<file path="src/design/rdb_pkg.sv">
// rdb_pkg: shared types and constants of the rms dB level meter.
// Item structs, multiplier request/response, sequencer enums, register indexes.
// No dependencies.
package rdb_pkg;

  // Field widths fixed by the item format
  localparam int SAMPLE_W     = 16;
  localparam int LEVEL_W      = 16;
  localparam int CFG_DATA_W   = 11;
  localparam int CFG_IDX_W    = 2;
  localparam int BPL_FIELD_W  = 5;

  // Configuration register indexes
  localparam logic [CFG_IDX_W-1:0] REG_BLOCK_LENGTH    = 2'd0;
  localparam logic [CFG_IDX_W-1:0] REG_BLOCKS_PER_LONG = 2'd1;

  // Reset values of the configuration registers
  localparam int BL_RESET  = 200;
  localparam int BPL_RESET = 10;

  // Digit-serial multiplier: A times B, B consumed MSB digit first
  localparam int DIGIT_W    = 8;
  localparam int MUL_A_W    = 31;
  localparam int MUL_B_W    = 32;
  localparam int MUL_P_W    = 63;
  localparam int MUL_DIGITS = MUL_B_W / DIGIT_W;

  // log2: Q1.30 mantissa, 24 fraction bits
  localparam int MANT_W   = 31;
  localparam int LOG_FRAC = 24;

  // 10*log10(2) in Q28
  localparam logic [MUL_A_W-1:0] K_Q28 = 31'd808071242;

  typedef struct packed {
    logic signed [SAMPLE_W-1:0] sample;
  } sample_item_t;

  typedef struct packed {
    logic signed [LEVEL_W-1:0] block_level;
    logic                      block_silent;
    logic                      long_valid;
    logic signed [LEVEL_W-1:0] long_level;
    logic                      long_silent;
  } level_item_t;

  typedef struct packed {
    logic               start;
    logic [MUL_A_W-1:0] a;
    logic [MUL_B_W-1:0] b;
  } mul_req_t;

  typedef struct packed {
    logic               done;
    logic [MUL_P_W-1:0] p;
  } mul_rsp_t;

  typedef enum logic [1:0] {
    LG_IDLE,
    LG_NORM,
    LG_SQUARE,
    LG_WAIT
  } log_state_t;

  typedef enum logic [3:0] {
    SQ_IDLE,
    SQ_SMP_MUL,
    SQ_SMP_WAIT,
    SQ_CHECK,
    SQ_LOG_START,
    SQ_LOG_WAIT,
    SQ_LVL_MUL,
    SQ_LVL_WAIT,
    SQ_EMIT
  } seq_state_t;

  typedef enum logic [1:0] {
    JOB_BLOCK_ENERGY,
    JOB_BLOCK_DIV,
    JOB_LONG_ENERGY,
    JOB_LONG_DIV
  } job_t;

endpackage

</file>
<file path="src/design/rdb_log2.sv">
// rdb_log2: log2 of a nonzero integer in Q24, bit-serial leading-one search
// then 24 mantissa squarings on the shared digit multiplier. Depends on rdb_pkg.
module rdb_log2 import rdb_pkg::*; #(
  parameter int X_W = 45
) (
  input  logic                              clk,
  input  logic                              rst,
  input  logic                              start,
  input  logic [X_W-1:0]                    x,
  output logic                              done,
  output logic [$clog2(X_W)+LOG_FRAC-1:0]   result,
  output mul_req_t                          mul_req,
  input  mul_rsp_t                          mul_rsp
);

  localparam int E_W  = $clog2(X_W);
  localparam int IT_W = $clog2(LOG_FRAC);

  log_state_t          state;
  log_state_t          state_next;
  logic [X_W-1:0]      norm;
  logic [E_W-1:0]      e;
  logic [MANT_W-1:0]   m;
  logic [LOG_FRAC-1:0] frac;
  logic [IT_W-1:0]     it;
  logic                last_it;
  logic                sq_top;

  assign last_it = (it == IT_W'(LOG_FRAC - 1));
  // squared mantissa reached [2,4): renormalize and emit a one
  assign sq_top  = mul_rsp.p[2*MANT_W-1];

  // state register
  always_ff @(posedge clk) begin
    if (rst) begin
      state <= LG_IDLE;
      done  <= 1'b0;
    end else begin
      state <= state_next;
      done  <= (state == LG_WAIT) && mul_rsp.done && last_it;
    end
  end

  // next state and multiplier request
  always_comb begin
    state_next    = state;
    mul_req.start = 1'b0;
    mul_req.a     = m;
    mul_req.b     = MUL_B_W'(m);
    case (state)
      LG_IDLE: begin
        if (start) state_next = LG_NORM;
      end
      LG_NORM: begin
        if (norm[X_W-1]) state_next = LG_SQUARE;
      end
      LG_SQUARE: begin
        mul_req.start = 1'b1;
        state_next    = LG_WAIT;
      end
      LG_WAIT: begin
        if (mul_rsp.done) state_next = last_it ? LG_IDLE : LG_SQUARE;
      end
      default: state_next = LG_IDLE;
    endcase
  end

  // normalize one bit per cycle, then collect fraction bits
  always_ff @(posedge clk) begin
    case (state)
      LG_IDLE: begin
        if (start) begin
          norm <= x;
          e    <= E_W'(X_W - 1);
          it   <= '0;
          frac <= '0;
        end
      end
      LG_NORM: begin
        if (norm[X_W-1]) begin
          m <= norm[X_W-1 -: MANT_W];
        end else begin
          norm <= norm << 1;
          e    <= e - 1'b1;
        end
      end
      LG_WAIT: begin
        if (mul_rsp.done) begin
          it <= it + 1'b1;
          if (sq_top) begin
            m    <= mul_rsp.p[2*MANT_W-1 -: MANT_W];
            frac <= {frac[LOG_FRAC-2:0], 1'b1};
          end else begin
            m    <= mul_rsp.p[2*MANT_W-2 -: MANT_W];
            frac <= {frac[LOG_FRAC-2:0], 1'b0};
          end
        end
      end
      default: ;
    endcase
  end

  assign result = {e, frac};

endmodule

</file>
<file path="config.mk">
export PLATFORM = sky130hd
export DESIGN_NAME = rdb_log2
export DESIGN_NICKNAME = d
export VERILOG_FILES = /design/src/design/rdb_pkg.sv /design/src/design/rdb_log2.sv
export SDC_FILE = /design/constraint.sdc
export NUM_CORES = 1
export LEC_CHECK = 0
export BUFFER_PORTS_ARGS = -buffer_cell sky130_fd_sc_hd__buf_2
export CORE_MARGIN = 2
export CORE_UTILIZATION = 30
export CTS_BUF_LIST = sky130_fd_sc_hd__clkbuf_16
export CTS_CLUSTER_DIAMETER = 50
export DETAILED_ROUTE_END_ITERATION = 8
export PLACE_DENSITY = 0.52
export RECOVER_POWER = 100
export SETUP_SLACK_MARGIN = 0.5
export SLEW_MARGIN = 20
export SYNTH_ARGS = -nofsm -noshare
export SYNTH_HDL_FRONTEND = slang
export SYNTH_SLANG_ARGS = --single-unit
</file>
<file path="constraint.sdc">
create_clock -name clk -period 11.82 [get_ports clk]
set_input_delay 3.546 -clock clk [delete_from_list [all_inputs] [get_ports clk]]
set_output_delay 3.546 -clock clk [all_outputs]
set_load 0.05 [all_outputs]
</file>
==> results.yml <==
setup_path:
  critPathArrivalTime_ns: 6.42
  start_kind: "input port"
  cp-startpoint: "start"
  worst_setup_path_end_kind: "flop"
  worst_path_most_repeated_cell: "clkbuf_1"
  reg2reg_from: "state[0]"
  crit_type: "input port to flop"
  r2r_slack_ns: 7.67
  critical-path-slowest-cell: "clkbuf_1"
  slowest_delay_ns: 1.40
  worstPathMaxFanout: 33
  cp_cell_sequence: "clkbuf_1 -> mux2i_1 -> nor2_1 -> clkbuf_1"
  critical_path_buf_inv_count: 2
  cpLargestDelayFamily: "buffers and inverters"
  worstPathRequired_ns: 11.82
sta:
  rsz0062_at_grt: "no"
  period_share_pct: 54.3
  period_needed_ns: 6.42
  worst_pin_slew_ns: 2.79
  finClkSkew_ns: 0.00525
  hold_ws_ns: 0.559
  slew_violations: 247
  timing.slew.headroom_pct: -86.3
  clock.fmax_mhz: 156
  fin_setup_tns_ns: 0
  hold_viol: 0
  finalSetupViolCount: 0
layout:
  syn2layout_area_growth_pct: 23.6
  drive_above_1_share_pct: 17.4
  stdcell_count: 852
  nNetsFinal: 727
  utilization_pct: 38.2
cts:
  cts_made_buffers: 17
  clock_latency_ns: 0.41
  clock-sinks: 114
  cts_hold_buf: 0
  cts.clk_slew.worst_paths_ns: 0.05
  cts_tree: "yes"
  htree_levels: 4
  post-cts-setup-buffers: 0
  cts_root_buf: "clkbuf_16"
  clk_path_buf_depth: 2
  cts_resized: 0
yosys:
  synth-edff-count: 111
  syn_inst: 481
  yosysWarningCount: 0
  async_reset_ff_share_pct: 0
  synth_fp_nets: 595
  post-synth-top-count-cell: "nand2_1"
  ys.flop_type: "edfxtp_1"
  syn_avg_cell_area_um2: 11.2
  syn_area_um2: 5380
  synth_common_cells: "nand2_1 (124), edfxtp_1 (111), o21ai_0 (71)"
  yosysSeqAreaShare_pct: 63.1
  synth_top_area_share_pct: 61.9
  yosys-top-cells-area: "edfxtp_1 (62%), nand2_1 (8.6%), o21ai_0 (6.6%)"
  synth_seq_cells: 114
  yosysUniqueCellTypes: 31
  synth.largest_area_cell: "edfxtp_1"
pwr:
  power.density_nw_per_um2: 203
  leakage_nw: 2.69
  combPwrFrac_pct: 19.4
  vdd_drop_max_mv: 0.0942
  internal_power_uw: 929
  switching_share_pct: 31.2
  clockPowerShare_pct: 39.8
  p_switching_uw: 421
  pwr-share-seq_pct: 40.8
global_routing:
  gr-total-overflow: 0
  grt_pass1_vias: 3696
  antenna_found_initial: 2
  grt_pass1_wl_um: 19100
  track_usage_pct: 13.4
  grt_max_degree: 92
outcome:
  status: "finished with violations"
  violations: "capacitance limit, slew limit"
floorplanning:
  fp.dieArea_um2: 19000
  core_um2: 17400
  core.rowCount: 48
  die_width_um: 138
  initial_utilization_pct: 30.9
  fp.dieH_um: 138
  pin_count: 207
drt:
  dr.pass1.iters: 4
  totalWireLength_um: 12600
  first_iter_violations: 230
  post-route-drc-count: 0
  vias_per_cell: 4.50
  vias: 3836
  postRouteAntennaNets: 0
  wl_per_cell_um: 14.8
placed_design:
  dp_hpwl_um: 8380
  dp_cells: 818
  place.gp.congestion: 0.703
  io_buffer_count: 174
run:
  maxCapViolations: 5
hold_path:
  hp-class: "flop to flop"
  holdCritStartpoint: "norm[23]"
[cell type report]
type	count	area, um^2
Antenna cell	1	2.50
Clock buffer	17	425
Clock inverter	15	190
Fill cell	1853	10800
Inverter	3	11.3
Multi-Input combinational cell	299	1570
Sequential cell	114	3390
Tap cell	225	282
Timing Repair Buffer	178	772
[power groups by stage]
stage               Clock, mW  Combinational (mW)  Sequential (mW)
floorplan                   0               0.150            0.619
global placement            0               0.272            0.554
detailed placement          0               0.275            0.556
CTS                     0.550               0.276            0.549
global route            0.570               0.290            0.558
finish                  0.538               0.262            0.550
[final timing paths]
| kind | endpoint | cells past startpoint |
|---|---|---|
| worst max-delay path | norm[41] | 4 |
| worst min-delay path | m[9] | 2 |
| worst max register to register | norm[41] | 3 |
| worst min register to register | m[9] | 2 |
[metrics by stage]
step | cell area [um^2] | setup WS [ns] | power [mW]
after floorplan | 5380 | 5.65 | 0.768
after global placement | 6180 | 6.65 | 0.826
after detailed placement | 6180 | 6.60 | 0.832
after CTS | 6800 | 6.42 | 1.37
after global routing | 6650 | 4.98 | 1.42
final | 6650 | 5.40 | 1.35
[registers in the layout (all words and copies together) (netlist names)]
| name | count |
|---|---|
| norm | 45 |
| m | 31 |
| frac | 24 |
| e | 6 |
| it | 5 |
| state | 2 |
| done | 1 |
[placed cells by master (no fill, tap or decap), drive strengths merged, types with 2 or more instances in the layout]
master,netlist,routed
nor2b,3,3
nand2b,2,2
o21ai,75,75
xnor2,4,4
inv,2,5
xor2,2,2
clkinv,1,5
bufinv,0,4
and3,26,26
clkbuf,16,116
a21oi,2,2
clkinvlp,0,4
ha,2,2
nor3,3,3
edfxtp,111,111
dfxtp,3,3
mux2i,32,32
nand2,125,125
nand3,3,3
buf,49,79
nor2,13,13
[kinds of logic (layout without fill, tap and decap cells)]
kind of cell	after synthesis	in the layout	synth area share (%)
buffers and inverters	68	213	7.56
DFF	114	114	63.1
other	1	2	0.0697
muxes	32	32	5.95
and+or+nand+nor	179	179	14.4
xor gates and xnor gates	6	6	0.977
AOI/OAI and AO/OA	79	79	7.49
adders and majority gates	2	2	0.465
[tightest hold or removal path: stages, from the launching register on]
cell,delay [ns]
edfxtp_1,0.34
nand2_1,0.05
o21ai_0,0.06
[per-layer routing]
metal	global-route usage [%]	part of all wire [%]	wire, um
met5	0	0.10	13
met4	5.95	1.1	140
met3	4.24	6.0	752
met2	20.7	47	5970
met1	17.2	46	5750
Note: power is estimated with default switching activity, not from simulation.
