===== src/design/rdb_pkg.sv =====
// rdb_pkg: shared types and constants of the rms dB level meter.
// Item structs, multiplier request/response, sequencer enums, register indexes.
// No dependencies.
package rdb_pkg;

  // Field widths fixed by the item format
  localparam int SAMPLE_W     = 16;
  localparam int LEVEL_W      = 16;
  localparam int CFG_DATA_W   = 11;
  localparam int CFG_IDX_W    = 2;
  localparam int BPL_FIELD_W  = 5;

  // Configuration register indexes
  localparam logic [CFG_IDX_W-1:0] REG_BLOCK_LENGTH    = 2'd0;
  localparam logic [CFG_IDX_W-1:0] REG_BLOCKS_PER_LONG = 2'd1;

  // Reset values of the configuration registers
  localparam int BL_RESET  = 200;
  localparam int BPL_RESET = 10;

  // Digit-serial multiplier: A times B, B consumed MSB digit first
  localparam int DIGIT_W    = 8;
  localparam int MUL_A_W    = 31;
  localparam int MUL_B_W    = 32;
  localparam int MUL_P_W    = 63;
  localparam int MUL_DIGITS = MUL_B_W / DIGIT_W;

  // log2: Q1.30 mantissa, 24 fraction bits
  localparam int MANT_W   = 31;
  localparam int LOG_FRAC = 24;

  // 10*log10(2) in Q28
  localparam logic [MUL_A_W-1:0] K_Q28 = 31'd808071242;

  typedef struct packed {
    logic signed [SAMPLE_W-1:0] sample;
  } sample_item_t;

  typedef struct packed {
    logic signed [LEVEL_W-1:0] block_level;
    logic                      block_silent;
    logic                      long_valid;
    logic signed [LEVEL_W-1:0] long_level;
    logic                      long_silent;
  } level_item_t;

  typedef struct packed {
    logic               start;
    logic [MUL_A_W-1:0] a;
    logic [MUL_B_W-1:0] b;
  } mul_req_t;

  typedef struct packed {
    logic               done;
    logic [MUL_P_W-1:0] p;
  } mul_rsp_t;

  typedef enum logic [1:0] {
    LG_IDLE,
    LG_NORM,
    LG_SQUARE,
    LG_WAIT
  } log_state_t;

  typedef enum logic [3:0] {
    SQ_IDLE,
    SQ_SMP_MUL,
    SQ_SMP_WAIT,
    SQ_CHECK,
    SQ_LOG_START,
    SQ_LOG_WAIT,
    SQ_LVL_MUL,
    SQ_LVL_WAIT,
    SQ_EMIT
  } seq_state_t;

  typedef enum logic [1:0] {
    JOB_BLOCK_ENERGY,
    JOB_BLOCK_DIV,
    JOB_LONG_ENERGY,
    JOB_LONG_DIV
  } job_t;

endpackage


===== src/design/rdb_digit_mul.sv =====
// rdb_digit_mul: 31 x 32 bit multiplier, one 8-bit digit of B per cycle.
// Depends on rdb_pkg (mul_req_t, mul_rsp_t, digit constants).
module rdb_digit_mul import rdb_pkg::*; (
  input  logic     clk,
  input  logic     rst,
  input  mul_req_t req,
  output mul_rsp_t rsp
);

  localparam int CNT_W = $clog2(MUL_DIGITS);

  logic [MUL_A_W-1:0]         a_reg;
  logic [MUL_B_W-1:0]         b_sh;
  logic [MUL_P_W-1:0]         acc;
  logic [CNT_W-1:0]           cnt;
  logic                       busy;
  logic                       done;
  logic [MUL_A_W+DIGIT_W-1:0] partial;
  logic                       last;

  // one partial product per cycle, top digit of B
  assign partial = a_reg * b_sh[MUL_B_W-1 -: DIGIT_W];
  assign last    = (cnt == CNT_W'(MUL_DIGITS - 1));

  // control
  always_ff @(posedge clk) begin
    if (rst) begin
      busy <= 1'b0;
      done <= 1'b0;
      cnt  <= '0;
    end else begin
      done <= 1'b0;
      if (req.start) begin
        busy <= 1'b1;
        cnt  <= '0;
      end else if (busy) begin
        cnt <= cnt + 1'b1;
        if (last) begin
          busy <= 1'b0;
          done <= 1'b1;
        end
      end
    end
  end

  // shift-and-add datapath
  always_ff @(posedge clk) begin
    if (req.start) begin
      a_reg <= req.a;
      b_sh  <= req.b;
      acc   <= '0;
    end else if (busy) begin
      acc  <= {acc[MUL_P_W-DIGIT_W-1:0], DIGIT_W'(0)} + MUL_P_W'(partial);
      b_sh <= b_sh << DIGIT_W;
    end
  end

  assign rsp.done = done;
  assign rsp.p    = acc;

endmodule


===== config.mk =====
export PLATFORM = sky130hd
export DESIGN_NAME = rdb_digit_mul
export DESIGN_NICKNAME = d
export VERILOG_FILES = /design/src/design/rdb_pkg.sv /design/src/design/rdb_digit_mul.sv
export SDC_FILE = /design/constraint.sdc
export NUM_CORES = 1
export LEC_CHECK = 0
export ABC_CLOCK_PERIOD_IN_PS = 5100
export CORE_ASPECT_RATIO = 0.8
export CORE_MARGIN = 2
export CORE_UTILIZATION = 50
export CTS_CLUSTER_DIAMETER = 40
export DETAILED_ROUTE_END_ITERATION = 10
export DONT_BUFFER_PORTS = 1
export PLACE_DENSITY_LB_ADDON = 0.15
export SYNTH_ARGS = -nofsm -noshare
export SYNTH_HDL_FRONTEND = slang
export SYNTH_SLANG_ARGS = --single-unit

===== constraint.sdc =====
create_clock -name clk -period 5.1 [get_ports clk]
set_input_delay 0.255 -clock clk [delete_from_list [all_inputs] [get_ports clk]]
set_output_delay 0.255 -clock clk [all_outputs]
set_load 0.005 [all_outputs]

==> metrics list, run 1 <==
- TritonCTS built the clock tree.
* Clk Latency, worst-skew pair: between 0.4 and 0.5 ns
* Mean post-synth cell area: approximately 9.5 um^2
- Num ports: 130
- The synthesized design contains 130 register bits.
- The floorplan step defined a core boundary enclosing between 20000 and 30000 um^2.
* Worst Path Arrival: around 5.5 ns
- In this run, CTS created clock tree buffers numbering 17.
- Violated checks: setup timing
- Relative to the synthesized area, the layout overhead comes to 27.25%.
- Die Height: roughly 150 um
- Vias in the first global route: approximately 12000
* Average vias per placed instance: between 5 and 6
- The worst setup path is launched from a flip-flop.
- At the end of the flow, the number of nets in the layout was about 2000.
- Share of synthesized area occupied by flip-flops and latches: a little under a quarter
- Master cell of the clock root buffer: clkbuf_16
- The run finished, with violations left.
- Worst path max stage delay: 0.52 ns
* Horizontal die dimension: between 150 and 200 um
- The worst setup path is captured at a flip-flop.
* Clk sink count: 130
- Synth Flop Type: dfxtp_1
- In this run the tool buffered the top-level ports with 0 buffer cells.
- Broken down by cell family, the worst path's largest delay share belongs to adder cells.
- The critical path contains buffers and inverters numbering 6 combined.
* Setup repair after global routing missed its margin: yes
- Vias: 11168
- The clock arrives with between 0.015 and 0.02 ns of skew.
* Count of flip-flops with a built-in enable after synthesis: 63
- For this configuration, the core starts out at a cell density of between 50 and 60%.
- The Yosys step of the flow raised 0 warnings.
- The synthesized netlist occupies a cell area of ~14000 um^2.
- Across every metal layer, demand over resource in global routing totals just under 30%.
- Die outline area: slightly below 30000 um^2
- Cell-by-cell trace of the critical path: buf_6 > buf_16 > and2_1 > fa_1 > fa_1 > fa_1 > inv_1 > fa_1 > inv_1 > ha_4 > buf_4 > a21oi_4 > o21ai_2 > a311oi_4 > a211oi_4 > o2111ai_4 > buf_6 > a21oi_2 > xnor2_1 > a211oi_1
- The initialized floorplan defines 54 standard-cell rows.
* Final-report setup violation count: 10
- After clock tree synthesis, the clock-pin slew on the worst setup and hold paths is 0.07 ns.
* Count of final max-slew check failures: 0
- In this run the cell area measured after placement is about 16000 um^2.
- Mapped Nets: ~1800
- Once layout is done, the placed cells without fillers occupy 17810 um^2.
- Max FFs per register: between 60 and 70
* Worst max-slew margin expressed relative to the limit: roughly a third
- Maximum frequency from static timing analysis: approximately 0.19 GHz
- ANT nets after route: 0
- Starting DRT DRC Count: about 800
- Wire length of the first global-routing pass: around 65000 um
- Total global routing overflow: 0
- The clock tree synthesis step divided the H-tree into 4 levels.
* Actual transition at the worst max-transition pin: about 0.99 ns
- Final HPWL from detailed placement: just under 30000 um
- Most prevalent standard cell on the critical path: fa_1
- Yosys cell types: 70
- Fraction of synthesis flops using an asynchronous set or reset pin: 0%
- Fraction of final layout cells with drive strength greater than 1: a little over a quarter
- In the post-route analysis, the smallest setup slack over all paths is -0.09034 ns.
- Post-route fraction of the period consumed by the critical path: 101.8%
* Length of the first detailed-routing pass in iterations: 5
- Max-cap violations in this run came to 0.
- Largest fanout on the critical path: 7
- The routed design has slightly above 40000 um of wire.
- Largest net degree at the start of global routing: 68
* Maximum buffer depth of the clock tree: 2
- After detailed routing, the number of remaining DRC violations is 0.
- After layout, the minimum clock period comes to about 5.2 ns.
* CP Data Required Time: 5.44 ns
* Hold violation count in the final report: 0
* Initial antenna violation count: 1
- CP max stage cell: fa_1
- Cell count after synthesis: approximately 1500
- Drt wl/cell: 20.19 um
- Final estimated routing congestion in global placement: a little over 0.9
* Worst setup path class: flip-flop to flip-flop
* Worst Hold Class: primary input to flip-flop
## cells in the final DEF, fill, tap and decap left out, types with 5 or more instances in the layout
cell type,synthesis,layout
inv_1,246,234
fa_1,204,186
and2_1,198,178
buf_4,2,174
nand2_1,133,127
dfxtp_1,67,66
edfxtp_1,63,63
nor2_1,65,58
a21oi_1,65,45
ha_1,68,41
dlygate4sd3_1,2,34
xnor2_1,39,32
ha_4,0,27
mux2_2,24,24
o21ai_0,46,23
and2_4,0,20
a21oi_2,1,19
buf_6,3,19
fa_2,0,18
clkbuf_16,0,17
o21ai_1,2,16
nand3_1,16,15
a211oi_1,24,15
nand4_1,14,14
mux2i_1,13,13
nor3_1,16,12
inv_2,0,11
a21o_1,11,11
buf_12,0,11
xor2_1,11,10
o21ai_2,1,9
a211oi_2,2,8
nor2_2,0,7
xnor2_2,0,7
o211ai_1,6,6
o21bai_1,6,6
nand2_2,0,5
clkinvlp_4,0,5
## metrics by stage
stage / setup slack (ns) / setup TNS, ns / std cells / hold WS [ns] / utilization [%]
2_1_floorplan: 0.04951 / 0 / 1469 / 0.3274 / -
3_3_place_gp: -0.2361 / -3.072 / 1939 / 0.3245 / 56.73
3_5_place_dp: -0.2517 / -3.960 / 1939 / 0.3264 / 56.73
4_1_cts: -0.02017 / -0.04485 / 2027 / 0.01003 / 62.58
5_1_grt: -0.2571 / -4.073 / 2048 / 0.01980 / 65.08
6_report: -0.09034 / -0.3430 / 2049 / 0.02355 / 65.08
## cell usage after synthesis, drive strengths merged, types with 7 or more instances
master / instances / share of area [%]
a211oi: 26 / 1.5
a21o: 12 / 0.65
a21oi: 66 / 2.4
and2: 200 / 9.0
and3: 8 / 0.38
buf: 7 / 0.42
clkbuf: 50 / 1.5
dfxtp: 67 / 9.6
edfxtp: 63 / 14
fa: 204 / 29
ha: 68 / 6.1
inv: 246 / 6.6
mux2: 24 / 1.9
mux2i: 13 / 0.93
nand2: 133 / 3.6
nand3: 16 / 0.57
nand4: 15 / 0.72
nor2: 65 / 1.7
nor3: 16 / 0.57
o21ai: 49 / 1.8
xnor2: 39 / 2.4
xor2: 11 / 0.69
## worst paths after layout
path,from,end,slack [ns],cells past startpoint
worst max-delay path,b_sh[28]$_DFFE_PP_,acc[48]$_SDFFE_PP0P_,-0.09,20
worst min-delay path,req[5],b_sh[5]$_SDFFCE_PN0P_,0.02,1
worst max register to register,b_sh[28]$_DFFE_PP_,acc[48]$_SDFFE_PP0P_,-0.09,20
worst min register to register,acc[55]$_SDFFE_PP0P_,acc[55]$_SDFFE_PP0P_,0.47,2
## timing repair
| action | 4_1_cts | 5_1_grt |
|---|---|---|
| endpoints found under the setup margin | 30 | 43 |
| pin swaps | 57 | 96 |
| endpoints found under the hold margin | 100 | 0 |
| hold buffers | 35 | 0 |
| resized for setup | 95 | 146 |
| buffers inserted | 20 | 21 |
| cloned | 2 | 1 |
## routing by layer
layer / part of all wire, % / GRT usage [%] / vias to the layer above
li1: - / - / 5079
met1: 46 / 42.62 / 5605
met2: 43 / 43.12 / 424
met3: 8.7 / 8.194 / 58
met4: 1.7 / 6.264 / 2
met5: 0.031 / 0 / -
## worst register-to-register path, stage by stage (launching register included)
cell       delay, ns
edfxtp_1        0.45
buf_6           0.17
buf_16          0.14
and2_1          0.15
fa_1            0.47
fa_1            0.52
fa_1            0.50
inv_1           0.05
fa_1            0.47
inv_1           0.06
ha_4            0.24
buf_4           0.16
a21oi_4         0.17
o21ai_2         0.10
a311oi_4        0.39
a211oi_4        0.14
o2111ai_4       0.33
buf_6           0.17
a21oi_2         0.06
xnor2_1         0.13
a211oi_1        0.25
## logic make-up (layout without fill, tap and decap cells)
group                      count (synthesis)  in the layout  synth area share (%)
AOI/OAI and AO/OA                        199            199                 9.279
xor gates and xnor gates                  50             50                 3.129
adders and majority gates                272            272                 35.26
buffers and inverters                    306            521                 8.698
DFF                                      130            130                 23.10
muxes                                     37             37                 2.861
other                                      0              1                     0
and+or+nand+nor                          475            475                 17.67
## area by class of cell
cell class | count | area [um^2]
antenna | 1 | 2.502
clock buffer | 18 | 429.2
clock inverter | 14 | 145.1
fill | 2198 | 9554
inverter | 246 | 925.9
multi-input combinational | 1033 | 10450
sequential | 130 | 3234
tap | 364 | 455.4
timing repair buffer | 243 | 2171
Power of run 1 is left out: the tool's default activity adds up to more than one toggle a clock period on the data nets, which glitch-free logic cannot reach.
==> run 2, diff against run 1 <==
--- a/config.mk
+++ b/config.mk
@@ -13,6 +13,7 @@
 export DETAILED_ROUTE_END_ITERATION = 10
 export DONT_BUFFER_PORTS = 1
 export PLACE_DENSITY_LB_ADDON = 0.15
+export RECOVER_POWER = 100
 export SYNTH_ARGS = -nofsm -noshare
 export SYNTH_HDL_FRONTEND = slang
 export SYNTH_SLANG_ARGS = --single-unit
==> run 2 against run 1 <==
  * The flow still finishes with violations (setup timing)
  * Routed wire length is 0.18% lower
  * Global-route usage is the same
  * Setup slack lost 0.0039 ns
  * Clock skew decreased by 0.00058 ns
  * Register-to-register slack hardly changed
  * Utilization fell by 0.18 points
  * Die area did not move
  * Non-clock buffer count stayed put
  * Count of clock-buffer cells in the layout did not move
  * Via count increased by 0.27%
  * First-iteration DRC count is 3.9% higher
  * Cell count is the same
==> metrics list, run 2 (synthesized netlist as in run 1, its figures left out) <==
- The number of antenna violations at the first check in global routing is 1.
- Most prevalent standard cell on the critical path: fa_1
* Worst Hold Class: primary input to flip-flop
* Number of placement rows: 54
- DP Area: between 15000 and 20000 um^2
* Number of max-cap violations: 0
* Detailed-route wire length: ~41000 um
- CP max stage cell: fa_1
- Clock input transition at the sequential cells of the worst setup and hold paths: approximately 0.07 ns
- In this run the most critical hold path is launched from req[5].
- Average vias per placed instance: 5.465
- Wire length of the first global-routing pass: between 60000 and 70000 um
* Number of nets in the final layout: ~2000
* Final HPWL from detailed placement: between 20000 and 30000 um
- CTS saw between 100 and 150 sinks.
- Data arrives at the worst endpoint at approximately 5.5 ns.
* Fin worst setup slack: -0.09421 ns
* Maximum frequency from static timing analysis: about 0.19 GHz
- Worst path max stage delay: approximately 0.52 ns
* Most frequent standard cell in the layout excluding fill and tap cells: inv_1
- Once layout is done, the placed cells without fillers occupy 17760 um^2.
- Setup slack after placement: -0.2517 ns
* Horizontal die dimension: 191.1 um
- Die outline area: 29350 um^2
- For this block, the via count after detailed routing is between 10000 and 15000.
- Counting the buffers created by CTS gives 17.
- The run finished, with violations left.
- Actual transition at the worst max-transition pin: between 0.9 and 1 ns
* Length of the first detailed-routing pass in iterations: 5
- The number of pins with negative max-slew slack in the final report is 0.
- Final Core Density: 64.91%
- CP Data Required Time: ~5.4 ns
- The checks that failed: setup timing.
- The number of failing hold endpoints at the final stage is 0.
* Starting Density: 51.15%
* H-tree level count: 4
* Placed cells: approximately 1900
- The area growth from synthesis to layout is 26.90%.
* Max FFs per register: between 60 and 70
* Number of cells on the worst hold path: 1
- Port buffering added 0 buffers.
- Register Area: between 3000 and 4000 um^2
- Of the cells placed in the final design, the portion with a size suffix greater than 1 is between 20% and 30%.
- Counting I/O delays and the setup requirement, the final critical path takes around 5.2 ns.
* Starting DRT DRC Count: 809
- Counting cells, the worst reg-to-reg path comes to 20.
* Type of origin of the critical path: flip-flop
- Clock latency on the worst-skew pair, taken at its later pin, is 0.45 ns.
- In this run the deepest clock path goes through 2 buffers.
- The worst hold path terminates at b_sh[5]$_SDFFCE_PN0P_.
* Most used cells in the layout excluding fill and tap cells: inv_1, fa_1, and2_1
- Master cell of the clock root buffer: clkbuf_16
- Largest fanout on the critical path: 7
* Reg2Reg Setup Slack: -0.09 ns
- CTS tree: yes
* GR Util All Layers: roughly 29%
- Final-report setup violation count: 10
* Num ports: 130
- Traced cell by cell, the critical path runs through buf_6 > buf_16 > and2_1 > fa_1 > fa_1 > fa_1 > inv_1 > fa_1 > inv_1 > ha_4 > buf_4 > a21oi_4 > o21ai_2 > a311oi_4 > a211oi_4 > o2111ai_4 > buf_6 > a21oi_2 > xnor2_1 > a211oi_1.
- The core region is approximately 27000 um^2.
- Number of cells in the finished layout apart from fillers: 2049
- The detail route stage leaves a number of antenna-violating nets equal to 0.
- Worst max-slew margin expressed relative to the limit: 35.07%
- Entering global routing, the biggest net connects 68 pins.
- Worst setup path class: flip-flop to flip-flop
- Final estimated routing congestion in global placement: just over 0.9
* Total global routing overflow: 0
* Post-route fraction of the period consumed by the critical path: 101.8%
* Setup repair after global routing missed its margin: yes
* Final Skew: 0.01685 ns
- End of the worst register-to-register path: acc[48]$_SDFFE_PP0P_
- Vias in the first global route: 11821
- In the final routed layout, each cell accounts on average for between 20 and 25 um.
- STA classifies the critical path endpoint as a flip-flop.
- The multi-input combinational cells in the finished layout cover a total of about 10000 um^2.
- In the routed design, unresolved DRC markers number 0.
- Die Height: approximately 150 um
- In this run the critical register-to-register path is launched from b_sh[28]$_DFFE_PP_.
- Fill cell count: ~2200
-- run 2: per-stage QoR --
stage	setup TNS [ns]	hold slack, ns
after global routing	-4.073	0.01980
after floorplan	0	0.3274
after detailed placement	-3.960	0.3264
after CTS	-0.04485	0.01003
after global placement	-3.072	0.3245
final	-0.3592	0.02348
-- run 2: how the worst max path moves through the flow --
stage                        from              endpoint  slack [ns]
2_1_floorplan  b_sh[31]$_DFFE_PP_  acc[61]$_SDFFE_PP0P_        0.05
4_1_cts        b_sh[28]$_DFFE_PP_  acc[55]$_SDFFE_PP0P_       -0.02
3_5_place_dp   b_sh[31]$_DFFE_PP_  acc[55]$_SDFFE_PP0P_       -0.25
5_1_grt        b_sh[29]$_DFFE_PP_  acc[60]$_SDFFE_PP0P_       -0.26
6_report       b_sh[28]$_DFFE_PP_  acc[48]$_SDFFE_PP0P_       -0.09
3_3_place_gp   b_sh[29]$_DFFE_PP_  acc[56]$_SDFFE_PP0P_       -0.24
-- run 2: critical path: cells and delay by family (launching register included) --
kind / cells / cell delay [ns]
simple gates: 1 / 0.15
buf+inv: 6 / 0.74
xor+xnor: 1 / 0.13
fa+ha+maj: 5 / 2.20
flops: 1 / 0.45
compound gates: 7 / 1.44
-- run 2: layer usage --
metal  up-vias  GRT usage (%)  share of wire, %
met5         -              0             0.031
met4         2          6.264               1.8
met3        60          8.194               8.9
met2       442          43.12                43
met1      5613          42.62                46
li1       5081              -                 -
-- run 2: final cells by class --
class | instances | share of cell area (%)
antenna | 1 | 0.01409
sequential | 130 | 18.21
inverter | 246 | 5.213
clock inverter | 14 | 0.8172
timing repair buffer | 243 | 11.95
multi-input combinational | 1033 | 58.82
clock buffer | 18 | 2.416
tap | 364 | 2.564
-- run 2: repair_timing --
item,in CTS,in global routing
hold buffers,35,0
cloned,2,1
buffers inserted,20,21
pin swaps,57,96
gates resized for setup,95,146
hold endpoints to repair,100,0
setup endpoints to repair,30,43
Power of run 2 is left out for the same reason.
